File: src/hw/rtl/integer_to_ascii_formatter_core_macros.svh
// Assertion macros for the integer-to-ASCII formatter.
// Used by modules that check their own control; they expect clk_i and rst_ni in scope.
`ifndef INTEGER_TO_ASCII_FORMATTER_CORE_MACROS_SVH
`define INTEGER_TO_ASCII_FORMATTER_CORE_MACROS_SVH

// same-cycle implication
`define ITO_ASSERT_IMPL(lbl, ante, cons) \
  lbl: assert property (@(posedge clk_i) disable iff (!rst_ni) (ante) |-> (cons)) \
    else $error("assertion failed");

// next-cycle implication
`define ITO_ASSERT_NEXT(lbl, ante, cons) \
  lbl: assert property (@(posedge clk_i) disable iff (!rst_ni) (ante) |=> (cons)) \
    else $error("assertion failed");

`endif

File: src/hw/rtl/ito_pkg.sv
// Shared types and constants of the integer-to-ASCII formatter.
// No dependencies.
package ito_pkg;

  localparam int unsigned OP_W    = 2;
  localparam int unsigned VALUE_W = 32;
  localparam int unsigned CHAR_W  = 7;
  localparam int unsigned BCD_W   = 40;
  localparam int unsigned DIG_W   = 64;
  localparam int unsigned CNT_W   = 5;

  typedef enum logic [OP_W-1:0] {
    OP_DEC   = 2'd0,
    OP_HEX   = 2'd1,
    OP_BIN8  = 2'd2,
    OP_BIN16 = 2'd3
  } op_e;

  localparam logic [CHAR_W-1:0] CH_ZERO  = 7'h30;
  localparam logic [CHAR_W-1:0] CH_X     = 7'h78;
  localparam logic [CHAR_W-1:0] CH_ALPHA = 7'h37;  // 'A' - 10

  typedef struct packed {
    logic             load;
    logic [DIG_W-1:0] digits;  // nibbles, most significant at the top
    logic [CNT_W-1:0] count;
    logic             prefix;  // "0x" ahead of the digits
    logic             skip;    // drop leading zeros
  } load_t;

  function automatic logic [CHAR_W-1:0] digit_char(input logic [3:0] d);
    if (d < 4'd10) begin
      return CH_ZERO + {3'b000, d};
    end else begin
      return CH_ALPHA + {3'b000, d};
    end
  endfunction

endpackage

File: src/hw/rtl/ito_if.sv
// Valid/ready channels of the integer-to-ASCII formatter.
// Depends on ito_pkg.
interface ito_in_if;
  import ito_pkg::*;
  logic               valid;
  logic               ready;
  logic [OP_W-1:0]    op;
  logic [VALUE_W-1:0] value;
  modport source (output valid, op, value, input ready);
  modport sink   (input valid, op, value, output ready);
endinterface

interface ito_out_if;
  import ito_pkg::*;
  logic              valid;
  logic              ready;
  logic [CHAR_W-1:0] character;
  logic              last;
  modport source (output valid, character, last, input ready);
  modport sink   (input valid, character, last, output ready);
endinterface

File: src/hw/rtl/ito_dabble.sv
// Bit-serial binary to BCD conversion (shift and add-3), one bit per cycle.
// Depends on ito_pkg.
module ito_dabble (
  input  logic                         clk_i,
  input  logic                         rst_ni,
  input  logic                         start_i,
  input  logic [ito_pkg::VALUE_W-1:0]  value_i,
  output logic                         done_o,
  output logic [ito_pkg::BCD_W-1:0]    bcd_o
);
  import ito_pkg::*;

  localparam int unsigned NDIG = BCD_W / 4;

  logic [VALUE_W-1:0] bin_q, bin_d;
  logic [BCD_W-1:0]   bcd_q, bcd_d, adj;
  logic [4:0]         cnt_q, cnt_d;
  logic               busy_q, busy_d;
  logic               done_q, done_d;

  always_comb begin
    logic [3:0] d;
    d = 4'd0;
    for (int i = 0; i < NDIG; i++) begin
      d = bcd_q[4*i +: 4];
      adj[4*i +: 4] = (d >= 4'd5) ? d + 4'd3 : d;
    end
  end

  always_comb begin
    bin_d  = bin_q;
    bcd_d  = bcd_q;
    cnt_d  = cnt_q;
    busy_d = busy_q;
    done_d = 1'b0;
    if (start_i) begin
      bin_d  = value_i;
      bcd_d  = '0;
      cnt_d  = '0;
      busy_d = 1'b1;
    end else if (busy_q) begin
      bin_d = {bin_q[VALUE_W-2:0], 1'b0};
      bcd_d = {adj[BCD_W-2:0], bin_q[VALUE_W-1]};
      cnt_d = cnt_q + 5'd1;
      if (cnt_q == 5'd31) begin
        busy_d = 1'b0;
        done_d = 1'b1;
      end
    end
  end

  always_ff @(posedge clk_i or negedge rst_ni) begin
    if (!rst_ni) begin
      busy_q <= 1'b0;
      done_q <= 1'b0;
      cnt_q  <= '0;
    end else begin
      busy_q <= busy_d;
      done_q <= done_d;
      cnt_q  <= cnt_d;
    end
  end

  always_ff @(posedge clk_i) begin
    bin_q <= bin_d;
    bcd_q <= bcd_d;
  end

  assign done_o = done_q;
  assign bcd_o  = bcd_q;

endmodule

File: src/hw/rtl/ito_emit.sv
// Character emitter: nibble shift register, leading-zero skip, prefix, output register.
// Depends on ito_pkg and ito_if.
module ito_emit (
  input  logic            clk_i,
  input  logic            rst_ni,
  input  ito_pkg::load_t  load_i,
  output logic            busy_o,
  ito_out_if.source       out_o
);
  import ito_pkg::*;

  typedef enum logic [4:0] {
    E_IDLE  = 5'b00001,
    E_SKIP  = 5'b00010,
    E_PRE0  = 5'b00100,
    E_PREX  = 5'b01000,
    E_DIGIT = 5'b10000
  } emit_state_e;

  emit_state_e       state_q, state_d;
  logic [DIG_W-1:0]  dig_q, dig_d;
  logic [CNT_W-1:0]  rem_q, rem_d;
  logic              pre_q, pre_d;
  logic              vld_q, vld_d;
  logic [CHAR_W-1:0] chr_q, chr_d;
  logic              last_q, last_d;
  logic              adv;

  assign adv = !vld_q || out_o.ready;

  always_comb begin
    state_d = state_q;
    dig_d   = dig_q;
    rem_d   = rem_q;
    pre_d   = pre_q;
    vld_d   = vld_q;
    chr_d   = chr_q;
    last_d  = last_q;
    if (vld_q && out_o.ready) begin
      vld_d = 1'b0;
    end
    case (state_q)
      E_IDLE: begin
        if (load_i.load) begin
          dig_d   = load_i.digits;
          rem_d   = load_i.count;
          pre_d   = load_i.prefix;
          state_d = load_i.skip ? E_SKIP : E_DIGIT;
        end
      end
      E_SKIP: begin
        if (dig_q[DIG_W-1 -: 4] == 4'd0 && rem_q != 5'd1) begin
          dig_d = {dig_q[DIG_W-5:0], 4'd0};
          rem_d = rem_q - 5'd1;
        end else begin
          state_d = pre_q ? E_PRE0 : E_DIGIT;
        end
      end
      E_PRE0: begin
        if (adv) begin
          vld_d   = 1'b1;
          chr_d   = CH_ZERO;
          last_d  = 1'b0;
          state_d = E_PREX;
        end
      end
      E_PREX: begin
        if (adv) begin
          vld_d   = 1'b1;
          chr_d   = CH_X;
          last_d  = 1'b0;
          state_d = E_DIGIT;
        end
      end
      E_DIGIT: begin
        if (adv) begin
          vld_d  = 1'b1;
          chr_d  = digit_char(dig_q[DIG_W-1 -: 4]);
          last_d = (rem_q == 5'd1);
          dig_d  = {dig_q[DIG_W-5:0], 4'd0};
          rem_d  = rem_q - 5'd1;
          if (rem_q == 5'd1) begin
            state_d = E_IDLE;
          end
        end
      end
      default: state_d = E_IDLE;
    endcase
  end

  always_ff @(posedge clk_i or negedge rst_ni) begin
    if (!rst_ni) begin
      state_q <= E_IDLE;
      vld_q   <= 1'b0;
    end else begin
      state_q <= state_d;
      vld_q   <= vld_d;
    end
  end

  always_ff @(posedge clk_i) begin
    dig_q  <= dig_d;
    rem_q  <= rem_d;
    pre_q  <= pre_d;
    chr_q  <= chr_d;
    last_q <= last_d;
  end

  assign busy_o          = (state_q != E_IDLE);
  assign out_o.valid     = vld_q;
  assign out_o.character = chr_q;
  assign out_o.last      = last_q;

endmodule

File: src/hw/rtl/integer_to_ascii_formatter_core.sv
// Top level of the integer-to-ASCII formatter: input control, BCD unit, emitter.
// Depends on ito_pkg, ito_if, ito_dabble, ito_emit and the assertion macros.
//
//   channel  dir  payload               transfer
//   in_i     in   op[1:0], value[31:0]  valid && ready
//   out_o    out  character[6:0], last  valid && ready
//
// Decimal: shift-and-add-3 in ito_dabble, then leading-zero skip and 1 to 10
// characters, one per cycle when out_o is not stalled. Hex: leading-zero skip,
// "0x", then 1 to 8 digits. Binary: 8 or 16 characters. One number at a time;
// in_i.ready returns once the last character sits in the output register. Reset
// clears control only; stalls on out_o hold the emitter.
`include "integer_to_ascii_formatter_core_macros.svh"

module integer_to_ascii_formatter_core (
  input  logic      clk_i,
  input  logic      rst_ni,
  ito_in_if.sink    in_i,
  ito_out_if.source out_o
);
  import ito_pkg::*;

  typedef enum logic [1:0] {
    S_IDLE = 2'b01,
    S_CONV = 2'b10
  } ctl_state_e;

  ctl_state_e       state_q, state_d;
  logic             accept;
  logic             conv_start;
  logic             conv_done;
  logic [BCD_W-1:0] bcd;
  logic             emit_busy;
  load_t            load;
  logic [DIG_W-1:0] bin_nib;

  assign in_i.ready = (state_q == S_IDLE) && !emit_busy;
  assign accept     = in_i.valid && in_i.ready;
  assign conv_start = accept && (op_e'(in_i.op) == OP_DEC);

  always_comb begin
    for (int i = 0; i < 16; i++) begin
      bin_nib[4*i +: 4] = {3'b000, in_i.value[i]};
    end
  end

  always_comb begin
    load    = '0;
    state_d = state_q;
    case (state_q)
      S_IDLE: begin
        if (accept) begin
          case (op_e'(in_i.op))
            OP_DEC: state_d = S_CONV;
            OP_HEX: begin
              load.load   = 1'b1;
              load.digits = {in_i.value, 32'd0};
              load.count  = 5'd8;
              load.prefix = 1'b1;
              load.skip   = 1'b1;
            end
            OP_BIN8: begin
              load.load   = 1'b1;
              load.digits = {bin_nib[31:0], 32'd0};
              load.count  = 5'd8;
            end
            default: begin
              load.load   = 1'b1;
              load.digits = bin_nib;
              load.count  = 5'd16;
            end
          endcase
        end
      end
      S_CONV: begin
        if (conv_done) begin
          load.load   = 1'b1;
          load.digits = {bcd, 24'd0};
          load.count  = 5'd10;
          load.skip   = 1'b1;
          state_d     = S_IDLE;
        end
      end
      default: state_d = S_IDLE;
    endcase
  end

  always_ff @(posedge clk_i or negedge rst_ni) begin
    if (!rst_ni) begin
      state_q <= S_IDLE;
    end else begin
      state_q <= state_d;
    end
  end

  ito_dabble u_dabble (
    .clk_i   (clk_i),
    .rst_ni  (rst_ni),
    .start_i (conv_start),
    .value_i (in_i.value),
    .done_o  (conv_done),
    .bcd_o   (bcd)
  );

  ito_emit u_emit (
    .clk_i  (clk_i),
    .rst_ni (rst_ni),
    .load_i (load),
    .busy_o (emit_busy),
    .out_o  (out_o)
  );

  `ITO_ASSERT_IMPL(a_done_in_conv, conv_done, state_q == S_CONV)
  `ITO_ASSERT_IMPL(a_no_load_busy, load.load, !emit_busy)
  `ITO_ASSERT_NEXT(a_accept_busy, accept, state_q == S_CONV || emit_busy)
  `ITO_ASSERT_NEXT(a_conv_to_emit, state_q == S_CONV && conv_done, emit_busy)

endmodule
File: src/flat_wrapper.sv
// flat-port wrapper written by rule: the top's interface ports become plain ports
module integer_to_ascii_formatter_core_flat import ito_pkg::*;
  (clk_i, rst_ni, in_i_valid, in_i_op, in_i_value, in_i_ready, out_o_valid, out_o_character, out_o_last, out_o_ready);
  ito_in_if in_i_i ();
  ito_out_if out_o_i ();
  input  logic clk_i;
  input  logic rst_ni;
  input wire logic [$bits(in_i_i.valid)-1:0] in_i_valid;
  input wire logic [$bits(in_i_i.op)-1:0] in_i_op;
  input wire logic [$bits(in_i_i.value)-1:0] in_i_value;
  output wire logic [$bits(in_i_i.ready)-1:0] in_i_ready;
  output wire logic [$bits(out_o_i.valid)-1:0] out_o_valid;
  output wire logic [$bits(out_o_i.character)-1:0] out_o_character;
  output wire logic [$bits(out_o_i.last)-1:0] out_o_last;
  input wire logic [$bits(out_o_i.ready)-1:0] out_o_ready;
  assign in_i_i.valid = in_i_valid;
  assign in_i_i.op = in_i_op;
  assign in_i_i.value = in_i_value;
  assign in_i_ready = in_i_i.ready;
  assign out_o_valid = out_o_i.valid;
  assign out_o_character = out_o_i.character;
  assign out_o_last = out_o_i.last;
  assign out_o_i.ready = out_o_ready;
  integer_to_ascii_formatter_core u_core (.clk_i(clk_i), .rst_ni(rst_ni), .in_i(in_i_i), .out_o(out_o_i));
endmodule
File: config.mk
export PLATFORM = sky130hd
export DESIGN_NAME = integer_to_ascii_formatter_core_flat
export DESIGN_NICKNAME = d
export VERILOG_FILES = /design/src/hw/rtl/ito_pkg.sv /design/src/hw/rtl/ito_if.sv /design/src/hw/rtl/ito_dabble.sv /design/src/hw/rtl/ito_emit.sv /design/src/hw/rtl/integer_to_ascii_formatter_core.sv /design/src/flat_wrapper.sv
export VERILOG_INCLUDE_DIRS = /design/src /design/src/hw/rtl
export SDC_FILE = /design/constraint.sdc
export NUM_CORES = 1
export LEC_CHECK = 0
export BUFFER_PORTS_ARGS = -buffer_cell sky130_fd_sc_hd__buf_2
export CAP_MARGIN = 20
export CORE_MARGIN = 3
export CORE_UTILIZATION = 40
export DETAILED_ROUTE_END_ITERATION = 12
export GPL_ROUTABILITY_DRIVEN = 0
export PLACE_DENSITY = 0.64
export SYNTH_ARGS = -nofsm -noshare
export SYNTH_HDL_FRONTEND = slang
export SYNTH_SLANG_ARGS = --single-unit
export TNS_END_PERCENT = 1
File: constraint.sdc
create_clock -name clk_i -period 8.35 [get_ports clk_i]
set_clock_uncertainty 0.2 [all_clocks]
set_input_delay 1.67 -clock clk_i [delete_from_list [all_inputs] [get_ports clk_i]]
set_output_delay 1.67 -clock clk_i [all_outputs]
set_load 0.005 [all_outputs]
==> results.txt, run 1 <==
- For this run, the top clock speed supported by timing is between 0.2 and 0.3 GHz.
- Setup violations remaining at the end of the flow were counted as 0.
- Hold endpoint: u_core.u_dabble.bcd_o[39]$_SDFFE_PP0P_
- Top-area cell type share of the netlist area: 0.372
* Final setup slack of the worst path: about 5 ns
- Synthesized netlist net count: 759
- Via count of the first global-routing pass: 5,441
* Clk slew on worst S/H paths: about 0.06 ns
- Die Y-Extent: ~140 µm
* Sum of negative setup slack: 0 ns
- STA classifies the critical path startpoint as a register.
- Drt initial violations: approximately 400
- Slew at the pin closest to its max-slew limit: a little over 0.8 ns
* Worst Setup End Kind: output pin
- The startpoint identified for the worst hold timing path is u_core.u_dabble.bcd_o[39]$_SDFFE_PP0P_.
* Relative slew margins: 0.462
- Ratio of cells with drive above 1 in the final layout: 0.167
- The smallest clock period supported by the final layout is computed as 3.45 ns.
* Critical register-to-register path startpoint: u_core.u_emit.state_q[2]$_DFFE_PN0P_
* Drt drc: 0
- For this design the top-level I/O count stands at 48.
* Gate count after technology mapping: about 700
* Share of synthesized area occupied by flip-flops and latches: 0.530
- The initial antenna violation count is 0.
* Cell depth of the worst hold path: 2
- The layout has between 1,500 and 2,000 filler cells.
- For met3 alone, demand over resource in global routing was 0.0410.
- The initial utilization of the core area, before any placement, comes to 0.411.
- Dividing the detail-routed wire length by the instance count gives 17.8 µm.
- Fraction of synthesis flops using an asynchronous set or reset pin: 0.102
- Worst voltage drop across the vdd grid: ~0.23 mV
- Of the available clock period, the critical path in the final layout requires 0.413.
- Result of the run: finished, final reports clean
- Global routing usage on met1: 0.228
- GR Overflow Total: 0
- Netlist cell types: 54
- The layer flagged by global routing as most heavily used is met2.
- Yosys mapped a number of flops with a built-in enable equal to between 90 and 100.
- The min-delay analysis places its worst path in the category reg2reg.
- CP Data Arrival Time: between 1.5 and 2 ns
- Setup repair after global routing left no endpoint under its margin.
* Dominant cell type by area after synthesis: edfxtp_1
* Internal reg-to-reg setup slack: 5.58 ns
* Sequential Area: about 3900 µm²
- In this run the standard cell core region covers between 15,000 and 20,000 µm².
- During synthesis, Yosys emitted a total of 0 warnings.
- Overall track demand over capacity in global routing: 0.176
* Total standard cell area after synthesis: 7430 µm²
- Clock tree synthesis inserted a total of 17 buffers.
- ANT nets after route: 0
* Largest buffer count on any clock path: 2
- Reg2Reg Capture Point: u_core.u_dabble.bin_q[0]$_SDFFCE_PN0P_
- The clock reaches the later pin of the worst-skew pair after 0.42 ns.
- In the final layout, the multi-input gates occupy around 3200 µm².
* Highest-count cells in the layout ignoring fill and taps: edfxtp_1, nand2_1, buf_2, a21oi_1, inv_1
- CTS tree: yes
- 0 antenna diodes ended up in the layout.
* CTS Hold Bufs: 0
- Worst reg2reg path depth: 5
- The synthesized design contains 147 register bits.
- Overall routed net length: 17.2 mm
- Buffers placed on the I/O ports in this run total 47.
- Once the clock tree was built, the setup fixing pass inserted 0 buffers.
- The H-tree generated during clock tree synthesis spans 4 levels.
* Pwr Density: about 400 nW/µm²
- Final non-filler cell area: 8440 µm²
* Maximum number of pins on one net before global-route repair: 58
- First-pass GRT wire length: ~28 mm
- Via-per-instance ratio: around 5.5
* Met2 global-route usage: 0.281
- Measured on the finished design, the core utilization comes to 0.466.
- After synthesis, the cell types taking the most area are edfxtp_1, dfxtp_1, ha_1, mux2_2, dfrtp_1.
- Average cell area after synthesis: roughly 11 µm²
* Pre-Repair DR Iteration Count: 5
* HPWL after DPL: 11.7 mm
- The critical path is of the reg2out type.
- From left edge to right edge, the die measures approximately 140 µm.
- Before CTS, the worst setup slack after placement is 4.49 ns.
* Hold Violations, Final: 0
- The routed layout has 5,361 vias.
- Number of nets in the layout: between 700 and 800
- The clock net in this run drives a total of between 100 and 150 sinks.
- Layout overhead on the synthesized area: 13.5%
- The tool flagged a number of max-cap violations equal to 0.
- Floorplan die area: around 20,000 µm²
* Synth Flop Type: edfxtp_1
* CTS root buf: clkbuf_16
* Area post-placement: a little under 8000 µm²
* Total number of placement rows: 49
- In this run the static leakage power is approximately 3.5 nW.
- In this run the worst path has a maximum fanout of 7.
- Commonest non-fill, non-tap cell in the layout: edfxtp_1
- Final hold analysis gives a worst-case slack of about 0.28 ns.
* Max-slew violation count: 0
* Gates resized, CTS repair: 0
- Data on the critical path is required at its endpoint by 6.48 ns.
-- cells in the mapped netlist, types with 3 or more instances --
library cell and number:
nand3_1 22, a22o_1 7, nor2_1 40, dfrtp_1 13, o21ai_0 34, nor2b_1 3
a21o_1 12, nand2_1 85, clkbuf_1 16, and3_1 8, nand2b_1 11, o211ai_1 9
dfxtp_1 40, xor2_1 4, edfxtp_1 92, buf_4 3, inv_1 41, buf_2 18
and2_1 4, ha_1 32, a22oi_1 30, nor3_1 3, a222oi_1 8, o21bai_1 3
mux2i_1 16, nand4_1 3, a21oi_1 45, xnor2_1 24, mux2_2 29, mux2_1 3
-- logic make-up (layout without fill, tap and decap cells) --
kind of cell	after synthesis	count (layout)	share of synthesized area
simple gates	196	196	0.128
compound gates	159	159	0.139
flops	147	147	0.530
buf+inv	79	127	0.0455
mux	48	48	0.0700
fa+ha+maj	32	32	0.0539
xor+xnor	28	28	0.0330
-- routing by layer --
layer,vias to the layer above,share of wire
li1,2547,-
met1,2602,0.43
met2,180,0.48
met3,32,0.063
met4,0,0.027
met5,-,0
-- state kept, by name, summed over array words and instances, names as in the netlist --
name / count
u_core.u_emit.dig_q: 46
u_core.u_dabble.bcd_o: 40
u_core.u_dabble.bin_q: 32
u_core.u_emit.out_o.character: 7
u_core.u_dabble.cnt_q: 5
u_core.u_emit.rem_q: 5
u_core.u_emit.state_q: 5
u_core.state_q: 2
u_core.u_dabble.busy_q: 1
u_core.u_dabble.done_o: 1
u_core.u_emit.out_o.last: 1
u_core.u_emit.out_o.valid: 1
u_core.u_emit.pre_q: 1
-- metrics by stage --
step           std cells  power [W]
3_3_place_gp         934    0.00252
6_report             966    0.00338
2_1_floorplan        689    0.00230
5_1_grt              966    0.00361
3_5_place_dp         934    0.00261
4_1_cts              966    0.00340
-- area by class of cell --
| class | instances | share of cell area |
|---|---|---|
| clock buffer | 19 | 0.0513 |
| clock inverter | 13 | 0.0191 |
| inverter | 41 | 0.0182 |
| multi-input combinational | 463 | 0.376 |
| sequential | 147 | 0.467 |
| tap | 229 | 0.0340 |
| timing repair buffer | 54 | 0.0341 |
-- where the power goes --
group / total, W / internal, W / switching (W)
Clock: 0.000768 / 0.000469 / 0.000300
Sequential: 0.00146 / 0.00123 / 0.000226
Combinational: 0.00115 / 0.000483 / 0.000670
Total: 0.00338 / 0.00218 / 0.00119
-- how the worst max path moves through the flow --
stage,slack [ns],cells past startpoint,from,to
final,4.90,3,u_core.state_q[0]$_DFFE_PN1P_,in_i_ready
after global routing,4.80,6,in_i_op[0],u_core.u_dabble.bin_q[0]$_SDFFCE_PN0P_
after floorplan,2.85,6,in_i_op[0],u_core.u_emit.dig_q[0]$_SDFFCE_PP0P_
after global placement,4.57,6,in_i_op[0],u_core.u_dabble.bin_q[8]$_DFFE_PP_
after CTS,4.88,3,u_core.state_q[0]$_DFFE_PN1P_,in_i_ready
after detailed placement,4.49,6,in_i_op[0],u_core.u_dabble.bin_q[0]$_SDFFCE_PN0P_
-- critical path, cell delays in order, from the launching register on --
cell and delay, ns:
dfstp_2 0.53, ha_1 0.31, and3_1 0.21, buf_2 0.11
(Power assumes the default switching activity.)
==> run 2, diff against run 1 <==
clock period = 3.28 ns   (was 8.35 ns; I/O delays follow)
==> run 2 against run 1 <==
Final area increased by 0.45%; die area is the same; worst hold slack better by 0.025 ns; wire length up 0.34%; core utilization is 0.21 points higher; register-to-register slack worse by 4.8 ns; count of clock-buffer cells in the layout decreased by 1; sequential cell count unchanged; power rose to 2.6 times the previous value; clock power grew to 2.5 times the previous value; global-route usage hardly changed; combinational power increased to 2.5 times the previous value; critical path type is now reg2reg; largest power group unchanged.
==> results.txt, run 2 (synthesis results as in run 1) <==
- Of the total power, the share spent switching nets is 0.358.
- STA classifies the critical path endpoint as a register.
* Net switching power: 0.00309 W
- Fmax: between 0.3 and 0.4 GHz
- Clock latency on the worst-skew pair, taken at its later pin, is approximately 0.42 ns.
- The share of total power dissipated in sequential elements is 0.436.
- Filler Cell Count: 1,610
* Number of non-filler instances in the completed layout: roughly 970
- Drt initial violations: 341
- Die Y-Extent: between 100 and 150 µm
- The floorplan has between 40 and 50 rows.
* Number of nets in the layout: 797
- Final setup slack of the worst path: about 0.75 ns
* Flip-flop count of the largest register, all copies and words added: 46
* Starting utilization of the core area: 0.411
- Setup repair after global routing left no endpoint under its margin.
- Clk slew on worst S/H paths: roughly 0.06 ns
- Once layout is done, the placed cells without fillers occupy 8470 µm².
* Via-per-instance ratio: about 5.5
* Layout overhead on the synthesized area: 14.0%
- Endpoints failing setup: 0
- First-pass GRT wire length: approximately 28 mm
- Proportion of power drawn by combinational gates: 0.338
* CTS tree: yes
- The final hold violation count came to 0.
- The critical path is of the reg2reg type.
- Post-layout power: 0.00863 W
- The clock net in this run drives a total of between 100 and 150 sinks.
* Slew at the pin closest to its max-slew limit: around 0.66 ns
* Pre-Repair DR Iteration Count: 5
- Setup slack at placement: around 0.72 ns
* Min Tclk post-route: between 2 and 3 ns
* Diode insertion count for antenna repair: 0
* Ratio of cells with drive above 1 in the final layout: 0.170
- Including well taps, the total number of placed cells is ~940.
* Setup crit start kind: register
- CP Data Arrival Time: 2.42 ns
- The floorplan step defined a die boundary enclosing 20,300 µm².
- Sequential Area: 3940 µm²
* Result of the run: finished, final reports clean
- Clock group share of total power: 0.226
* Drt drc: 0
- Static Leak: ~3.5 nW
- Largest buffer count on any clock path: 2
- ANT nets after route: 0
* Die boundary width: 142 µm
- u_core.u_emit.dig_q holds more flip-flops than any other register.
- In this run the standard cell core region covers about 18,000 µm².
* Port buffer count: 47
- Sum of negative setup slack: 0 ns
- CP max FO: around 50
- For this design the top-level I/O count stands at 48.
- Maximum number of pins on one net before global-route repair: 52
* CTS root buf: clkbuf_16
- Routed len/inst: roughly 18 µm
- At the worst endpoint, the required time is 3.18 ns.
- The number of max-slew violations in the final report was 0.
- Maximum level of the CTS H-tree: 4
- Summing all placed instances gives a cell area of 7870 µm².
- Across the run, the number of max-cap violations was 0.
* Number of clock buffers inserted by TritonCTS: 17
- Overall routed net length: approximately 17 mm
* Antenna violations before repair: 0
- Summed over all nets, the half-perimeter wirelength after detailed placement is ~12 mm.
* Final period utilization: 0.771
* Tightest Hold Check Type: reg2reg
- For this block, the via count after detailed routing is between 5,000 and 6,000.
- Highest-count cells in the layout ignoring fill and taps: edfxtp_1, nand2_1, buf_2, a21oi_1, inv_1
- Power spread over the standard cell area amounts to approximately 1000 nW/µm².
- Commonest non-fill, non-tap cell in the layout: edfxtp_1
* GR Overflow Total: 0
- The internal power of the cells totals between 0.005 and 0.006 W.
* Relative slew margins: 0.558
- The via count of the first global-routing pass was roughly 5,400.
- Worst voltage drop across the vdd grid: between 0.5 and 0.6 mV
* Overall track demand over capacity in global routing: 0.175
* Multi-input gate area in the final layout: 3170 µm²
run 2: power by group through the flow:
stage / Clock [W] / Sequential (W) / Combinational (W)
6_report: 0.00195 / 0.00376 / 0.00291
3_3_place_gp: 0 / 0.00374 / 0.00273
2_1_floorplan: 0 / 0.00353 / 0.00231
3_5_place_dp: 0 / 0.00376 / 0.00290
4_1_cts: 0.00199 / 0.00376 / 0.00293
5_1_grt: 0.00207 / 0.00387 / 0.00330
run 2: final cells by class:
type,count,area share
Tap cell,229,0.0338
Clock inverter,14,0.0183
Timing Repair Buffer,57,0.0384
Sequential cell,147,0.465
Clock buffer,18,0.0518
Inverter,41,0.0182
Multi-Input combinational cell,463,0.374
run 2: worst paths after layout:
kind	slack [ns]	cells after the start	startpoint	end
setup reg to reg	0.75	5	u_core.u_emit.state_q[3]$_DFFE_PN0P_	u_core.u_emit.dig_q[47]$_DFFE_PP_
hold / removal	0.30	2	u_core.u_dabble.bcd_o[39]$_SDFFE_PP0P_	u_core.u_dabble.bcd_o[39]$_SDFFE_PP0P_
setup / recovery	0.75	5	u_core.u_emit.state_q[3]$_DFFE_PN0P_	u_core.u_emit.dig_q[47]$_DFFE_PP_
max in group asynchronous	2.10	2	rst_ni	u_core.state_q[0]$_DFFE_PN1P_
hold reg to reg	0.30	2	u_core.u_dabble.bcd_o[39]$_SDFFE_PP0P_	u_core.u_dabble.bcd_o[39]$_SDFFE_PP0P_
min in group asynchronous	0.47	2	rst_ni	u_core.u_emit.state_q[3]$_DFFE_PN0P_
run 2: metal layers:
layer  routed length (µm)  up-vias  global-route usage
met1                 7870     2621               0.236
met3                  853       20              0.0383
li1                     -     2554                   -
met4                  317        0              0.0630
met5                    0        -                   0
met2                 8240      136               0.280
run 2: critical path, cell delays in order (launching register included):
cell and delay, ns:
dfrtp_1 0.52, nor4_1 0.55, nand4_1 0.25, o21a_1 0.20, a21oi_4 0.17, buf_12 0.28
run 2: timing repair:
action	CTS	global route
endpoints found under the setup margin	0	0
gates resized for setup	0	0
setup buffers	0	0
hold buffers	1	0
hold endpoints to repair	13	0
run 2: through the flow:
stage                     hold WS [ns]  utilization
after floorplan                  0.160            -
after global placement           0.257        0.435
after detailed placement         0.272        0.435
after CTS                        0.296        0.468
after global routing             0.315        0.468
final                            0.302        0.468
